$ cat src/rtl/core/rpn_pkg.sv
package rpn_pkg;

  localparam int STACK_DEPTH = 16;
  localparam int VALUE_WIDTH = 32;
  localparam int ADDR_W      = $clog2(STACK_DEPTH);
  localparam int SP_W        = $clog2(STACK_DEPTH + 1);
  localparam int CNT_W       = $clog2(VALUE_WIDTH + 1);

  localparam logic [7:0] CH_PLUS  = 8'h2B;
  localparam logic [7:0] CH_MINUS = 8'h2D;
  localparam logic [7:0] CH_STAR  = 8'h2A;
  localparam logic [7:0] CH_SLASH = 8'h2F;
  localparam logic [7:0] CH_SPACE = 8'h20;
  localparam logic [7:0] CH_ZERO  = 8'h30;
  localparam logic [7:0] CH_NINE  = 8'h39;

  typedef logic signed [VALUE_WIDTH-1:0] value_t;
  typedef logic        [VALUE_WIDTH-1:0] uvalue_t;
  typedef logic        [SP_W-1:0]        sp_t;
  typedef logic        [ADDR_W-1:0]      addr_t;

  typedef enum logic [1:0] {
    OP_ADD,
    OP_SUB,
    OP_MUL,
    OP_DIV
  } alu_op_t;

  typedef enum logic [2:0] {
    S_IDLE,
    S_TOKEN,
    S_RD_R,
    S_RD_L,
    S_CAP_L,
    S_EXEC,
    S_RD_TOP,
    S_OUT
  } state_t;

  typedef struct packed {
    logic    start;
    alu_op_t op;
  } alu_req_t;

  typedef struct packed {
    logic done;
    logic div_zero;
  } alu_rsp_t;

endpackage

$ cat src/rtl/core/rpn_ram.sv
module rpn_ram #(
  parameter int WIDTH = 32,
  parameter int DEPTH = 16
) (
  input  logic                     clk,
  input  logic                     we,
  input  logic [$clog2(DEPTH)-1:0] waddr,
  input  logic [WIDTH-1:0]         wdata,
  input  logic [$clog2(DEPTH)-1:0] raddr,
  output logic [WIDTH-1:0]         rdata
);

  logic [WIDTH-1:0] mem [DEPTH];
  logic [WIDTH-1:0] rdata_r;

  always_ff @(posedge clk) begin
    if (we) begin
      mem[waddr] <= wdata;
    end
    rdata_r <= mem[raddr];
  end

  assign rdata = rdata_r;

endmodule

$ cat src/rtl/core/rpn_alu.sv
module rpn_alu (
  input  logic              clk,
  input  logic              rst_n,
  input  rpn_pkg::alu_req_t req,
  input  rpn_pkg::value_t   a,
  input  rpn_pkg::value_t   b,
  output rpn_pkg::alu_rsp_t rsp,
  output rpn_pkg::value_t   result
);
  import rpn_pkg::*;

  logic                       busy_r, busy_nxt;
  logic                       done_r, done_nxt;
  logic                       dz_r, dz_nxt;
  logic                       neg_r, neg_nxt;
  logic [CNT_W-1:0]           cnt_r, cnt_nxt;
  uvalue_t                    rem_r, rem_nxt;
  uvalue_t                    quo_r, quo_nxt;
  uvalue_t                    den_r, den_nxt;
  value_t                     res_r, res_nxt;

  uvalue_t                    mag_a, mag_b, q_step, rem_step;
  logic [VALUE_WIDTH:0]       rem_sh, diff;
  logic [2*VALUE_WIDTH-1:0]   prod;
  logic                       ge;

  always_comb begin
    mag_a    = a[VALUE_WIDTH-1] ? uvalue_t'(-a) : uvalue_t'(a);
    mag_b    = b[VALUE_WIDTH-1] ? uvalue_t'(-b) : uvalue_t'(b);
    prod     = uvalue_t'(a) * uvalue_t'(b);
    rem_sh   = {rem_r, quo_r[VALUE_WIDTH-1]};
    diff     = rem_sh - {1'b0, den_r};
    ge       = ~diff[VALUE_WIDTH];
    q_step   = {quo_r[VALUE_WIDTH-2:0], ge};
    rem_step = ge ? diff[VALUE_WIDTH-1:0] : rem_sh[VALUE_WIDTH-1:0];
  end

  always_comb begin
    busy_nxt = busy_r;
    done_nxt = 1'b0;
    dz_nxt   = 1'b0;
    neg_nxt  = neg_r;
    cnt_nxt  = cnt_r;
    rem_nxt  = rem_r;
    quo_nxt  = quo_r;
    den_nxt  = den_r;
    res_nxt  = res_r;
    if (busy_r) begin
      rem_nxt = rem_step;
      quo_nxt = q_step;
      cnt_nxt = cnt_r - CNT_W'(1);
      if (cnt_r == CNT_W'(1)) begin
        busy_nxt = 1'b0;
        done_nxt = 1'b1;
        res_nxt  = neg_r ? value_t'(-q_step) : value_t'(q_step);
      end
    end else if (req.start) begin
      case (req.op)
        OP_ADD: begin
          res_nxt  = a + b;
          done_nxt = 1'b1;
        end
        OP_SUB: begin
          res_nxt  = a - b;
          done_nxt = 1'b1;
        end
        OP_MUL: begin
          res_nxt  = value_t'(prod[VALUE_WIDTH-1:0]);
          done_nxt = 1'b1;
        end
        OP_DIV: begin
          if (b == '0) begin
            res_nxt  = '0;
            dz_nxt   = 1'b1;
            done_nxt = 1'b1;
          end else begin
            busy_nxt = 1'b1;
            cnt_nxt  = CNT_W'(VALUE_WIDTH);
            rem_nxt  = '0;
            quo_nxt  = mag_a;
            den_nxt  = mag_b;
            neg_nxt  = a[VALUE_WIDTH-1] ^ b[VALUE_WIDTH-1];
          end
        end
        default: begin
          res_nxt  = '0;
          done_nxt = 1'b1;
        end
      endcase
    end
  end

  always_ff @(posedge clk) begin
    if (!rst_n) begin
      busy_r <= 1'b0;
      done_r <= 1'b0;
      dz_r   <= 1'b0;
    end else begin
      busy_r <= busy_nxt;
      done_r <= done_nxt;
      dz_r   <= dz_nxt;
    end
  end

  always_ff @(posedge clk) begin
    neg_r <= neg_nxt;
    cnt_r <= cnt_nxt;
    rem_r <= rem_nxt;
    quo_r <= quo_nxt;
    den_r <= den_nxt;
    res_r <= res_nxt;
  end

  assign rsp.done     = done_r;
  assign rsp.div_zero = dz_r;
  assign result       = res_r;

endmodule

$ cat src/rtl/core/postfix_expression_evaluator.sv
// Postfix calculator that takes one character per accepted item and keeps a stack of
// sixteen signed 32-bit values in a small RAM with a registered read port. For + - * /
// the two operands are popped one after the other through the single read port before
// the shared arithmetic unit runs. The shared unit divides magnitudes one quotient bit
// per cycle; a / with a zero divisor gives zero without dividing. The character marked
// last also closes any open token and has the top of stack read for the result.
// The result is held in an output register, so the block goes on taking characters while
// it waits; a second result waits in the sequencer until the first has been taken.
module postfix_expression_evaluator (
  input  logic            clk,
  input  logic            rst_n,
  input  logic            in_valid,
  output logic            in_stall,
  input  logic [7:0]      in_char_code,
  input  logic            in_end_of_expr,
  output logic            out_valid,
  input  logic            out_stall,
  output rpn_pkg::value_t out_top_value,
  output rpn_pkg::sp_t    out_stack_count,
  output logic            out_divide_by_zero,
  output logic            out_stack_overflow
);
  import rpn_pkg::*;

  state_t   state_r, state_nxt;
  sp_t      sp_r, sp_nxt;
  uvalue_t  acc_r, acc_nxt;
  logic     in_tok_r, in_tok_nxt;
  logic     dstop_r, dstop_nxt;
  logic     dz_seen_r, dz_seen_nxt;
  logic     ov_seen_r, ov_seen_nxt;
  logic     last_r, last_nxt;
  logic     is_op_r, is_op_nxt;
  alu_op_t  op_r, op_nxt;
  logic     rd_ok_r, rd_ok_nxt;
  value_t   right_r, right_nxt;
  logic     out_valid_r, out_valid_nxt;
  value_t   out_top_r, out_top_nxt;
  sp_t      out_count_r, out_count_nxt;
  logic     out_dz_r, out_dz_nxt;
  logic     out_ov_r, out_ov_nxt;

  logic     ram_we;
  addr_t    ram_waddr, ram_raddr;
  value_t   ram_wdata, rd_data;
  alu_req_t alu_req;
  alu_rsp_t alu_rsp;
  value_t   alu_a, alu_result;

  sp_t      sp_m1;
  logic     push_ok, is_op, is_space, is_digit, out_free;
  uvalue_t  base;
  logic     stop;

  rpn_ram #(
    .WIDTH (VALUE_WIDTH),
    .DEPTH (STACK_DEPTH)
  ) u_stack (
    .clk   (clk),
    .we    (ram_we),
    .waddr (ram_waddr),
    .wdata (ram_wdata),
    .raddr (ram_raddr),
    .rdata (rd_data)
  );

  rpn_alu u_alu (
    .clk    (clk),
    .rst_n  (rst_n),
    .req    (alu_req),
    .a      (alu_a),
    .b      (right_r),
    .rsp    (alu_rsp),
    .result (alu_result)
  );

  always_comb begin
    sp_m1    = sp_r - SP_W'(1);
    push_ok  = sp_r < SP_W'(STACK_DEPTH);
    is_op    = in_char_code inside {CH_PLUS, CH_MINUS, CH_STAR, CH_SLASH};
    is_space = in_char_code == CH_SPACE;
    is_digit = in_char_code inside {[CH_ZERO:CH_NINE]};
    out_free = !out_valid_r || !out_stall;
    base     = in_tok_r ? acc_r : '0;
    stop     = in_tok_r && dstop_r;
  end

  always_comb begin
    state_nxt = state_r;
    case (state_r)
      S_IDLE: begin
        if (in_valid) begin
          if (is_op || is_space || in_end_of_expr) begin
            state_nxt = S_TOKEN;
          end
        end
      end
      S_TOKEN: begin
        if (is_op_r) begin
          state_nxt = S_RD_R;
        end else if (last_r) begin
          state_nxt = S_RD_TOP;
        end else begin
          state_nxt = S_IDLE;
        end
      end
      S_RD_R:  state_nxt = S_RD_L;
      S_RD_L:  state_nxt = S_CAP_L;
      S_CAP_L: state_nxt = S_EXEC;
      S_EXEC: begin
        if (alu_rsp.done) begin
          state_nxt = last_r ? S_RD_TOP : S_IDLE;
        end
      end
      S_RD_TOP: state_nxt = S_OUT;
      S_OUT: begin
        if (out_free) begin
          state_nxt = S_IDLE;
        end
      end
      default: state_nxt = S_IDLE;
    endcase
  end

  always_comb begin
    sp_nxt        = sp_r;
    acc_nxt       = acc_r;
    in_tok_nxt    = in_tok_r;
    dstop_nxt     = dstop_r;
    dz_seen_nxt   = dz_seen_r;
    ov_seen_nxt   = ov_seen_r;
    last_nxt      = last_r;
    is_op_nxt     = is_op_r;
    op_nxt        = op_r;
    rd_ok_nxt     = rd_ok_r;
    right_nxt     = right_r;
    out_valid_nxt = out_valid_r && out_stall;
    out_top_nxt   = out_top_r;
    out_count_nxt = out_count_r;
    out_dz_nxt    = out_dz_r;
    out_ov_nxt    = out_ov_r;
    ram_we        = 1'b0;
    ram_waddr     = sp_r[ADDR_W-1:0];
    ram_wdata     = value_t'(acc_r);
    ram_raddr     = sp_m1[ADDR_W-1:0];
    alu_req.start = 1'b0;
    alu_req.op    = op_r;
    alu_a         = rd_ok_r ? rd_data : '0;
    in_stall      = state_r != S_IDLE;

    case (state_r)
      S_IDLE: begin
        if (in_valid) begin
          last_nxt  = in_end_of_expr;
          is_op_nxt = is_op;
          case (in_char_code)
            CH_PLUS:  op_nxt = OP_ADD;
            CH_MINUS: op_nxt = OP_SUB;
            CH_STAR:  op_nxt = OP_MUL;
            CH_SLASH: op_nxt = OP_DIV;
            default:  op_nxt = op_r;
          endcase
          if (!is_op && !is_space) begin
            in_tok_nxt = 1'b1;
            if (is_digit && !stop) begin
              acc_nxt   = (base << 3) + (base << 1)
                        + uvalue_t'(in_char_code - CH_ZERO);
              dstop_nxt = 1'b0;
            end else begin
              acc_nxt   = base;
              dstop_nxt = 1'b1;
            end
          end
        end
      end
      S_TOKEN: begin
        if (in_tok_r) begin
          in_tok_nxt = 1'b0;
          dstop_nxt  = 1'b0;
          acc_nxt    = '0;
          if (push_ok) begin
            ram_we = 1'b1;
            sp_nxt = sp_r + SP_W'(1);
          end else begin
            ov_seen_nxt = 1'b1;
          end
        end
      end
      S_RD_R: begin
        rd_ok_nxt = sp_r != '0;
        if (sp_r != '0) begin
          sp_nxt = sp_m1;
        end
      end
      S_RD_L: begin
        right_nxt = rd_ok_r ? rd_data : '0;
        rd_ok_nxt = sp_r != '0;
        if (sp_r != '0) begin
          sp_nxt = sp_m1;
        end
      end
      S_CAP_L: begin
        alu_req.start = 1'b1;
      end
      S_EXEC: begin
        if (alu_rsp.done) begin
          ram_wdata = alu_result;
          if (alu_rsp.div_zero) begin
            dz_seen_nxt = 1'b1;
          end
          if (push_ok) begin
            ram_we = 1'b1;
            sp_nxt = sp_r + SP_W'(1);
          end else begin
            ov_seen_nxt = 1'b1;
          end
        end
      end
      S_RD_TOP: begin
        rd_ok_nxt = sp_r != '0;
      end
      S_OUT: begin
        if (out_free) begin
          out_valid_nxt = 1'b1;
          out_top_nxt   = rd_ok_r ? rd_data : '0;
          out_count_nxt = sp_r;
          out_dz_nxt    = dz_seen_r;
          out_ov_nxt    = ov_seen_r;
          dz_seen_nxt   = 1'b0;
          ov_seen_nxt   = 1'b0;
        end
      end
      default: begin
        in_stall = 1'b1;
      end
    endcase
  end

  always_ff @(posedge clk) begin
    if (!rst_n) begin
      state_r     <= S_IDLE;
      sp_r        <= '0;
      acc_r       <= '0;
      in_tok_r    <= 1'b0;
      dstop_r     <= 1'b0;
      dz_seen_r   <= 1'b0;
      ov_seen_r   <= 1'b0;
      out_valid_r <= 1'b0;
    end else begin
      state_r     <= state_nxt;
      sp_r        <= sp_nxt;
      acc_r       <= acc_nxt;
      in_tok_r    <= in_tok_nxt;
      dstop_r     <= dstop_nxt;
      dz_seen_r   <= dz_seen_nxt;
      ov_seen_r   <= ov_seen_nxt;
      out_valid_r <= out_valid_nxt;
    end
  end

  always_ff @(posedge clk) begin
    last_r      <= last_nxt;
    is_op_r     <= is_op_nxt;
    op_r        <= op_nxt;
    rd_ok_r     <= rd_ok_nxt;
    right_r     <= right_nxt;
    out_top_r   <= out_top_nxt;
    out_count_r <= out_count_nxt;
    out_dz_r    <= out_dz_nxt;
    out_ov_r    <= out_ov_nxt;
  end

  assign out_valid          = out_valid_r;
  assign out_top_value      = out_top_r;
  assign out_stack_count    = out_count_r;
  assign out_divide_by_zero = out_dz_r;
  assign out_stack_overflow = out_ov_r;

endmodule

$ cat config.mk
export PLATFORM = sky130hd
export DESIGN_NAME = postfix_expression_evaluator
export DESIGN_NICKNAME = d
export VERILOG_FILES = /design/src/rtl/core/rpn_pkg.sv /design/src/rtl/core/rpn_ram.sv /design/src/rtl/core/rpn_alu.sv /design/src/rtl/core/postfix_expression_evaluator.sv
export SDC_FILE = /design/constraint.sdc
export NUM_CORES = 2
export LEC_CHECK = 0
export BUFFER_PORTS_ARGS = -buffer_cell sky130_fd_sc_hd__buf_2
export CORE_MARGIN = 3
export CORE_UTILIZATION = 24
export DETAILED_ROUTE_END_ITERATION = 6
export GPL_TIMING_DRIVEN = 0
export PLACE_DENSITY = 0.33
export RECOVER_POWER = 100
export SYNTH_ARGS = -nofsm -noshare
export SYNTH_HDL_FRONTEND = slang
export SYNTH_SLANG_ARGS = --single-unit
$ cat constraint.sdc
create_clock -name clk -period 14.3 [get_ports clk]
set_input_delay 2.145 -clock clk [delete_from_list [all_inputs] [get_ports clk]]
set_output_delay 2.145 -clock clk [all_outputs]
set_load 0.01 [all_outputs]
==> report_table.html <==
<table>
<tr><th>Metric</th><th>Value</th></tr>
<tr><th colspan="2">Timing</th></tr>
<tr><td>Final hold slack</td><td>0.441 ns</td></tr>
<tr><td>Max Slew Vio Count</td><td>620</td></tr>
<tr><td>Hold Vio Cnt, Final</td><td>0</td></tr>
<tr><td>RSZ-0062 raised after global routing</td><td>false</td></tr>
<tr><td>Crit path time final</td><td>11.84 ns</td></tr>
<tr><td>Worst Max-Slew Pin Slew</td><td>2.33 ns</td></tr>
<tr><td>Highest achievable clock rate</td><td>84.5 MHz</td></tr>
<tr><td>Worst Skew</td><td>0.0733 ns</td></tr>
<tr><td>Worst max-slew margin expressed relative to the limit</td><td>-56.2%</td></tr>
<tr><td>TNS Setup</td><td>0 ns</td></tr>
<tr><td>Period utilisation layout</td><td>82.8%</td></tr>
<tr><td>Worst setup slack after layout</td><td>2.46 ns</td></tr>
<tr><td>Setup violation total in the final timing report</td><td>0</td></tr>
<tr><th colspan="2">Setup path</th></tr>
<tr><td>Worst Path Class, Setup</td><td>reg2reg</td></tr>
<tr><td>Largest fanout on the critical path</td><td>10</td></tr>
<tr><td>Capturing element type of the critical path</td><td>register</td></tr>
<tr><td>Data arrival time of the critical path</td><td>12.32 ns</td></tr>
<tr><td>Minimum setup slack among reg-to-reg paths</td><td>2.46 ns</td></tr>
<tr><td>Startpoint type of the worst setup path</td><td>register</td></tr>
<tr><td>Required time at the endpoint of the critical path</td><td>14.78 ns</td></tr>
<tr><td>Slowest cell delay on critical path</td><td>0.68 ns</td></tr>
<tr><td>Library cell contributing the largest single delay on the critical path</td><td>sky130_fd_sc_hd__o21ai_0</td></tr>
<tr><td>Cell with the most instances on the worst path</td><td>sky130_fd_sc_hd__fa_1</td></tr>
<tr><th colspan="2">Floorplanning</th></tr>
<tr><td>Vertical die dimension</td><td>482 um</td></tr>
<tr><td>Number of standard-cell rows in the floorplan</td><td>174</td></tr>
<tr><td>Full die area</td><td>232,000 um^2</td></tr>
<tr><td>X dimension of the die</td><td>482 um</td></tr>
<tr><td>Core area</td><td>225,000 um^2</td></tr>
<tr><td>Count of pins on the block boundary</td><td>54</td></tr>
<tr><td>Effective utilization at floorplan</td><td>24.2%</td></tr>
<tr><th colspan="2">Routing</th></tr>
<tr><td>Routed wire length</td><td>222,000 um</td></tr>
<tr><td>Per-cell via count in the routed design</td><td>4.76</td></tr>
<tr><td>Residual DRC</td><td>0</td></tr>
<tr><td>Vias after detailed routing</td><td>37,300</td></tr>
<tr><td>Initial drt markers</td><td>3,021</td></tr>
<tr><td>Total routed wire length on the met1 layer</td><td>98,000 um</td></tr>
<tr><td>Met2 routed wirelength</td><td>108,000 um</td></tr>
<tr><td>Post-DR wirelength/cell</td><td>28.3 um</td></tr>
<tr><td>Met3 WL post-DR</td><td>9490 um</td></tr>
<tr><td>Highest signal layer in the routed design</td><td>met4</td></tr>
<tr><td>Detailed Routing Iterations Pass 1</td><td>6</td></tr>
<tr><td>Post-DRT Antenna Nets</td><td>0</td></tr>
<tr><th colspan="2">Yosys</th></tr>
<tr><td>Mapped Nets</td><td>5,220</td></tr>
<tr><td>Prevailing post-synth register cell</td><td>sky130_fd_sc_hd__edfxtp_1</td></tr>
<tr><td>Top cell type by total area after synthesis</td><td>sky130_fd_sc_hd__edfxtp_1</td></tr>
<tr><td>Share of Yosys cell area claimed by the top area cell type</td><td>40.0%</td></tr>
<tr><td>Yosys warning total</td><td>0</td></tr>
<tr><td>Number of distinct library cells after synthesis</td><td>88</td></tr>
<tr><td>Post-synthesis average cell area</td><td>12.0 um^2</td></tr>
<tr><td>Number of standard cells after synthesis</td><td>4,539</td></tr>
<tr><td>Number of flops mapped to enable cells by yosys</td><td>723</td></tr>
<tr><td>Post-synth design cell area</td><td>54,300 um^2</td></tr>
<tr><td>Fraction of the yosys area taken by sequential cells</td><td>42.9%</td></tr>
<tr><td>Largest cells by area after synthesis</td><td>sky130_fd_sc_hd__edfxtp_1, sky130_fd_sc_hd__fa_1, sky130_fd_sc_hd__mux4_2, sky130_fd_sc_hd__ha_1, sky130_fd_sc_hd__nand2_1</td></tr>
<tr><td>Share of async-settable or async-resettable flops after synthesis</td><td>0%</td></tr>
<tr><td>Total of flip-flops plus latches after synthesis</td><td>803</td></tr>
<tr><th colspan="2">Outcome</th></tr>
<tr><td>Violations in the final reports</td><td>max-capacitance violations, max-slew violations</td></tr>
<tr><td>Status</td><td>complete, but fails checks</td></tr>
<tr><th colspan="2">CTS</th></tr>
<tr><td>Number of hold buffers added after CTS</td><td>0</td></tr>
<tr><td>CTS root buf</td><td>sky130_fd_sc_hd__clkbuf_16</td></tr>
<tr><td>Source-to-sink clock delay at the later pin of the worst-skew pair</td><td>0.77 ns</td></tr>
<tr><td>Sinks on the clock net</td><td>803</td></tr>
<tr><td>Clock buffer count from CTS</td><td>101</td></tr>
<tr><td>TritonCTS clock tree</td><td>done</td></tr>
<tr><td>Post-cts repair resize count</td><td>0</td></tr>
<tr><td>Reg clk slew, reported paths</td><td>0.06 ns</td></tr>
<tr><td>CTS Buffer Depth</td><td>3</td></tr>
<tr><td>Number of setup buffers added after CTS</td><td>0</td></tr>
<tr><td>Maximum level of the CTS H-tree</td><td>3</td></tr>
<tr><th colspan="2">Power</th></tr>
<tr><td>Sequential fraction of design power</td><td>30.8%</td></tr>
<tr><td>Power share of the combinational group</td><td>39.3%</td></tr>
<tr><td>Sw Pwr</td><td>3.57 mW</td></tr>
<tr><td>Leakage power figure</td><td>24.8 nW</td></tr>
<tr><td>Switching share of power</td><td>39.7%</td></tr>
<tr><td>Fraction of power consumed by the clock network</td><td>29.8%</td></tr>
<tr><td>Final Total Pwr</td><td>8.99 mW</td></tr>
<tr><td>Internal power</td><td>5.42 mW</td></tr>
<tr><td>Maximum VDD drop</td><td>0.0880 mV</td></tr>
<tr><td>Power per Cell Area</td><td>145 nW/um^2</td></tr>
<tr><th colspan="2">GRT</th></tr>
<tr><td>Gr usage total</td><td>19.0%</td></tr>
<tr><td>Pin count of the biggest net entering global routing</td><td>41</td></tr>
<tr><td>Global route total overflow</td><td>0</td></tr>
<tr><td>First-pass GRT wire length</td><td>311,000 um</td></tr>
<tr><td>Antenna violations before repair</td><td>18</td></tr>
<tr><td>Via count of the first global-routing pass</td><td>39,000</td></tr>
<tr><th colspan="2">Place</th></tr>
<tr><td>Count of buffers from port buffering</td><td>52</td></tr>
<tr><td>Half-perimeter wire length after placement</td><td>168,000 um</td></tr>
<tr><td>Pre-CTS setup slack</td><td>2.67 ns</td></tr>
<tr><td>Final Wtd Congestion</td><td>0.869</td></tr>
<tr><td>Placed insts</td><td>7,627</td></tr>
<tr><th colspan="2">Final layout</th></tr>
<tr><td>Area overhead of the layout relative to synthesis</td><td>14.0%</td></tr>
<tr><td>Final Net Count</td><td>5,420</td></tr>
<tr><td>Share of layout cells above drive strength 1</td><td>7.33%</td></tr>
<tr><td>Finished Layout Cells</td><td>7,825</td></tr>
<tr><th colspan="2">Run</th></tr>
<tr><td>Max-cap check violation count</td><td>35</td></tr>
<tr><th colspan="2">Worst hold path</th></tr>
<tr><td>Kind of path behind the tightest hold check</td><td>reg2reg</td></tr>
</table>
[cell usage in the layout, fill, tap and decap left out, types with 13 or more instances in the layout]
cell and n:
sky130_fd_sc_hd__xor2_1 117, sky130_fd_sc_hd__inv_1 478, sky130_fd_sc_hd__edfxtp_1 723, sky130_fd_sc_hd__nand2_1 537, sky130_fd_sc_hd__a21oi_1 110, sky130_fd_sc_hd__nand2b_1 24
sky130_fd_sc_hd__a221oi_1 20, sky130_fd_sc_hd__and3_1 317, sky130_fd_sc_hd__mux4_2 160, sky130_fd_sc_hd__a31oi_1 17, sky130_fd_sc_hd__clkinv_2 18, sky130_fd_sc_hd__a22oi_1 27
sky130_fd_sc_hd__clkbuf_1 360, sky130_fd_sc_hd__or3_1 33, sky130_fd_sc_hd__o31ai_1 33, sky130_fd_sc_hd__bufinv_16 13, sky130_fd_sc_hd__nor3_1 43, sky130_fd_sc_hd__nor4_1 14
sky130_fd_sc_hd__and2_1 46, sky130_fd_sc_hd__a21o_1 59, sky130_fd_sc_hd__nand3_1 45, sky130_fd_sc_hd__and2_0 24, sky130_fd_sc_hd__o21a_1 24, sky130_fd_sc_hd__xnor2_1 164
sky130_fd_sc_hd__or4_1 14, sky130_fd_sc_hd__dfxtp_1 80, sky130_fd_sc_hd__clkbuf_16 101, sky130_fd_sc_hd__a21boi_0 29, sky130_fd_sc_hd__o21ai_0 130, sky130_fd_sc_hd__clkinv_1 19
sky130_fd_sc_hd__nor2b_1 45, sky130_fd_sc_hd__fa_1 439, sky130_fd_sc_hd__nor2_1 112, sky130_fd_sc_hd__ha_1 229
[critical path, delay by kind of cell (launching register included)]
| kind | cells | cell delay [ns] |
|---|---|---|
| AO/OA/AOI/OAI | 7 | 2.31 |
| XOR/XNOR | 1 | 0.49 |
| adder cells (fa/ha/maj) | 9 | 4.46 |
| buffers and inverters | 10 | 3.09 |
| flip-flops | 1 | 0.66 |
| AND/OR/NAND/NOR | 2 | 0.53 |
[state kept, by name (all words and copies together) (netlist names), 5 cells and up]
| signal | cells |
|---|---|
| right_r | 32 |
| u_alu.result | 32 |
| sp_r | 5 |
| out_stack_count | 5 |
| acc_r | 32 |
| out_top_value | 32 |
| u_alu.den_r | 32 |
| u_stack.rdata | 32 |
| u_alu.cnt_r | 6 |
| u_stack.mem | 512 |
| u_alu.quo_r | 32 |
| u_alu.rem_r | 32 |
[synthesized netlist by cell type (24+ instances only)]
master	instances
sky130_fd_sc_hd__a21o_1	59
sky130_fd_sc_hd__a21oi_1	110
sky130_fd_sc_hd__a22oi_1	27
sky130_fd_sc_hd__and2_1	68
sky130_fd_sc_hd__and3_1	317
sky130_fd_sc_hd__clkbuf_1	247
sky130_fd_sc_hd__dfxtp_1	80
sky130_fd_sc_hd__edfxtp_1	723
sky130_fd_sc_hd__fa_1	439
sky130_fd_sc_hd__ha_1	229
sky130_fd_sc_hd__inv_1	478
sky130_fd_sc_hd__mux4_2	160
sky130_fd_sc_hd__nand2_1	536
sky130_fd_sc_hd__nand2b_1	24
sky130_fd_sc_hd__nand3_1	45
sky130_fd_sc_hd__nor2_1	113
sky130_fd_sc_hd__nor2b_1	45
sky130_fd_sc_hd__nor3_1	42
sky130_fd_sc_hd__o21a_1	24
sky130_fd_sc_hd__o21ai_0	124
sky130_fd_sc_hd__o31ai_1	33
sky130_fd_sc_hd__or3_1	32
sky130_fd_sc_hd__xnor2_1	164
sky130_fd_sc_hd__xor2_1	117
[final timing paths]
kind,startpoint,cells after the start,to
max,rd_ok_r,29,u_alu.result[29]
max reg2reg,rd_ok_r,29,u_alu.result[29]
min reg2reg,dz_seen_r,0,out_divide_by_zero
min,dz_seen_r,0,out_divide_by_zero
[metal layers]
metal,vias up,global-route usage [%]
li1,16300,-
met1,19700,25.5
met2,995,32.4
met3,271,2.19
met4,0,5.14
met5,-,0
[metrics by stage]
stage          util, %  instance area, um^2
3_5_place_dp      26.4                59300
6_report          27.5                61900
2_1_floorplan        -                54300
4_1_cts           27.9                62700
5_1_grt           27.5                61900
3_3_place_gp      25.9                58300
[power by group through the flow]
stage | logic (mW) | clock network [mW] | registers, mW
2_1_floorplan | 2.07 | 0 | 2.75
3_3_place_gp | 3.57 | 0 | 2.82
3_5_place_dp | 3.57 | 0 | 2.81
4_1_cts | 3.59 | 2.78 | 2.77
5_1_grt | 3.82 | 2.87 | 2.78
6_report | 3.53 | 2.68 | 2.77
[cell type report]
type                       count  area, um^2
clock inverter                68         851
inverter                     479        1800
buffer                       266        1020
fill                       23400      163000
tap                         2992        3740
multi-input combinational   2991       28200
clock buffer                 123        2630
antenna                        6        15.0
sequential                   803       23300
timing repair buffer          97         385
[cell families after synthesis]
group / after synthesis / share of synthesized area, %
AND/OR/NAND/NOR: 1309 / 12.1
buffers and inverters: 745 / 5.19
flip-flops: 803 / 42.9
XOR/XNOR: 283 / 4.60
adder cells (fa/ha/maj): 668 / 21.5
multiplexers: 174 / 6.90
AO/OA/AOI/OAI: 557 / 6.83
(Power assumes the default switching activity.)
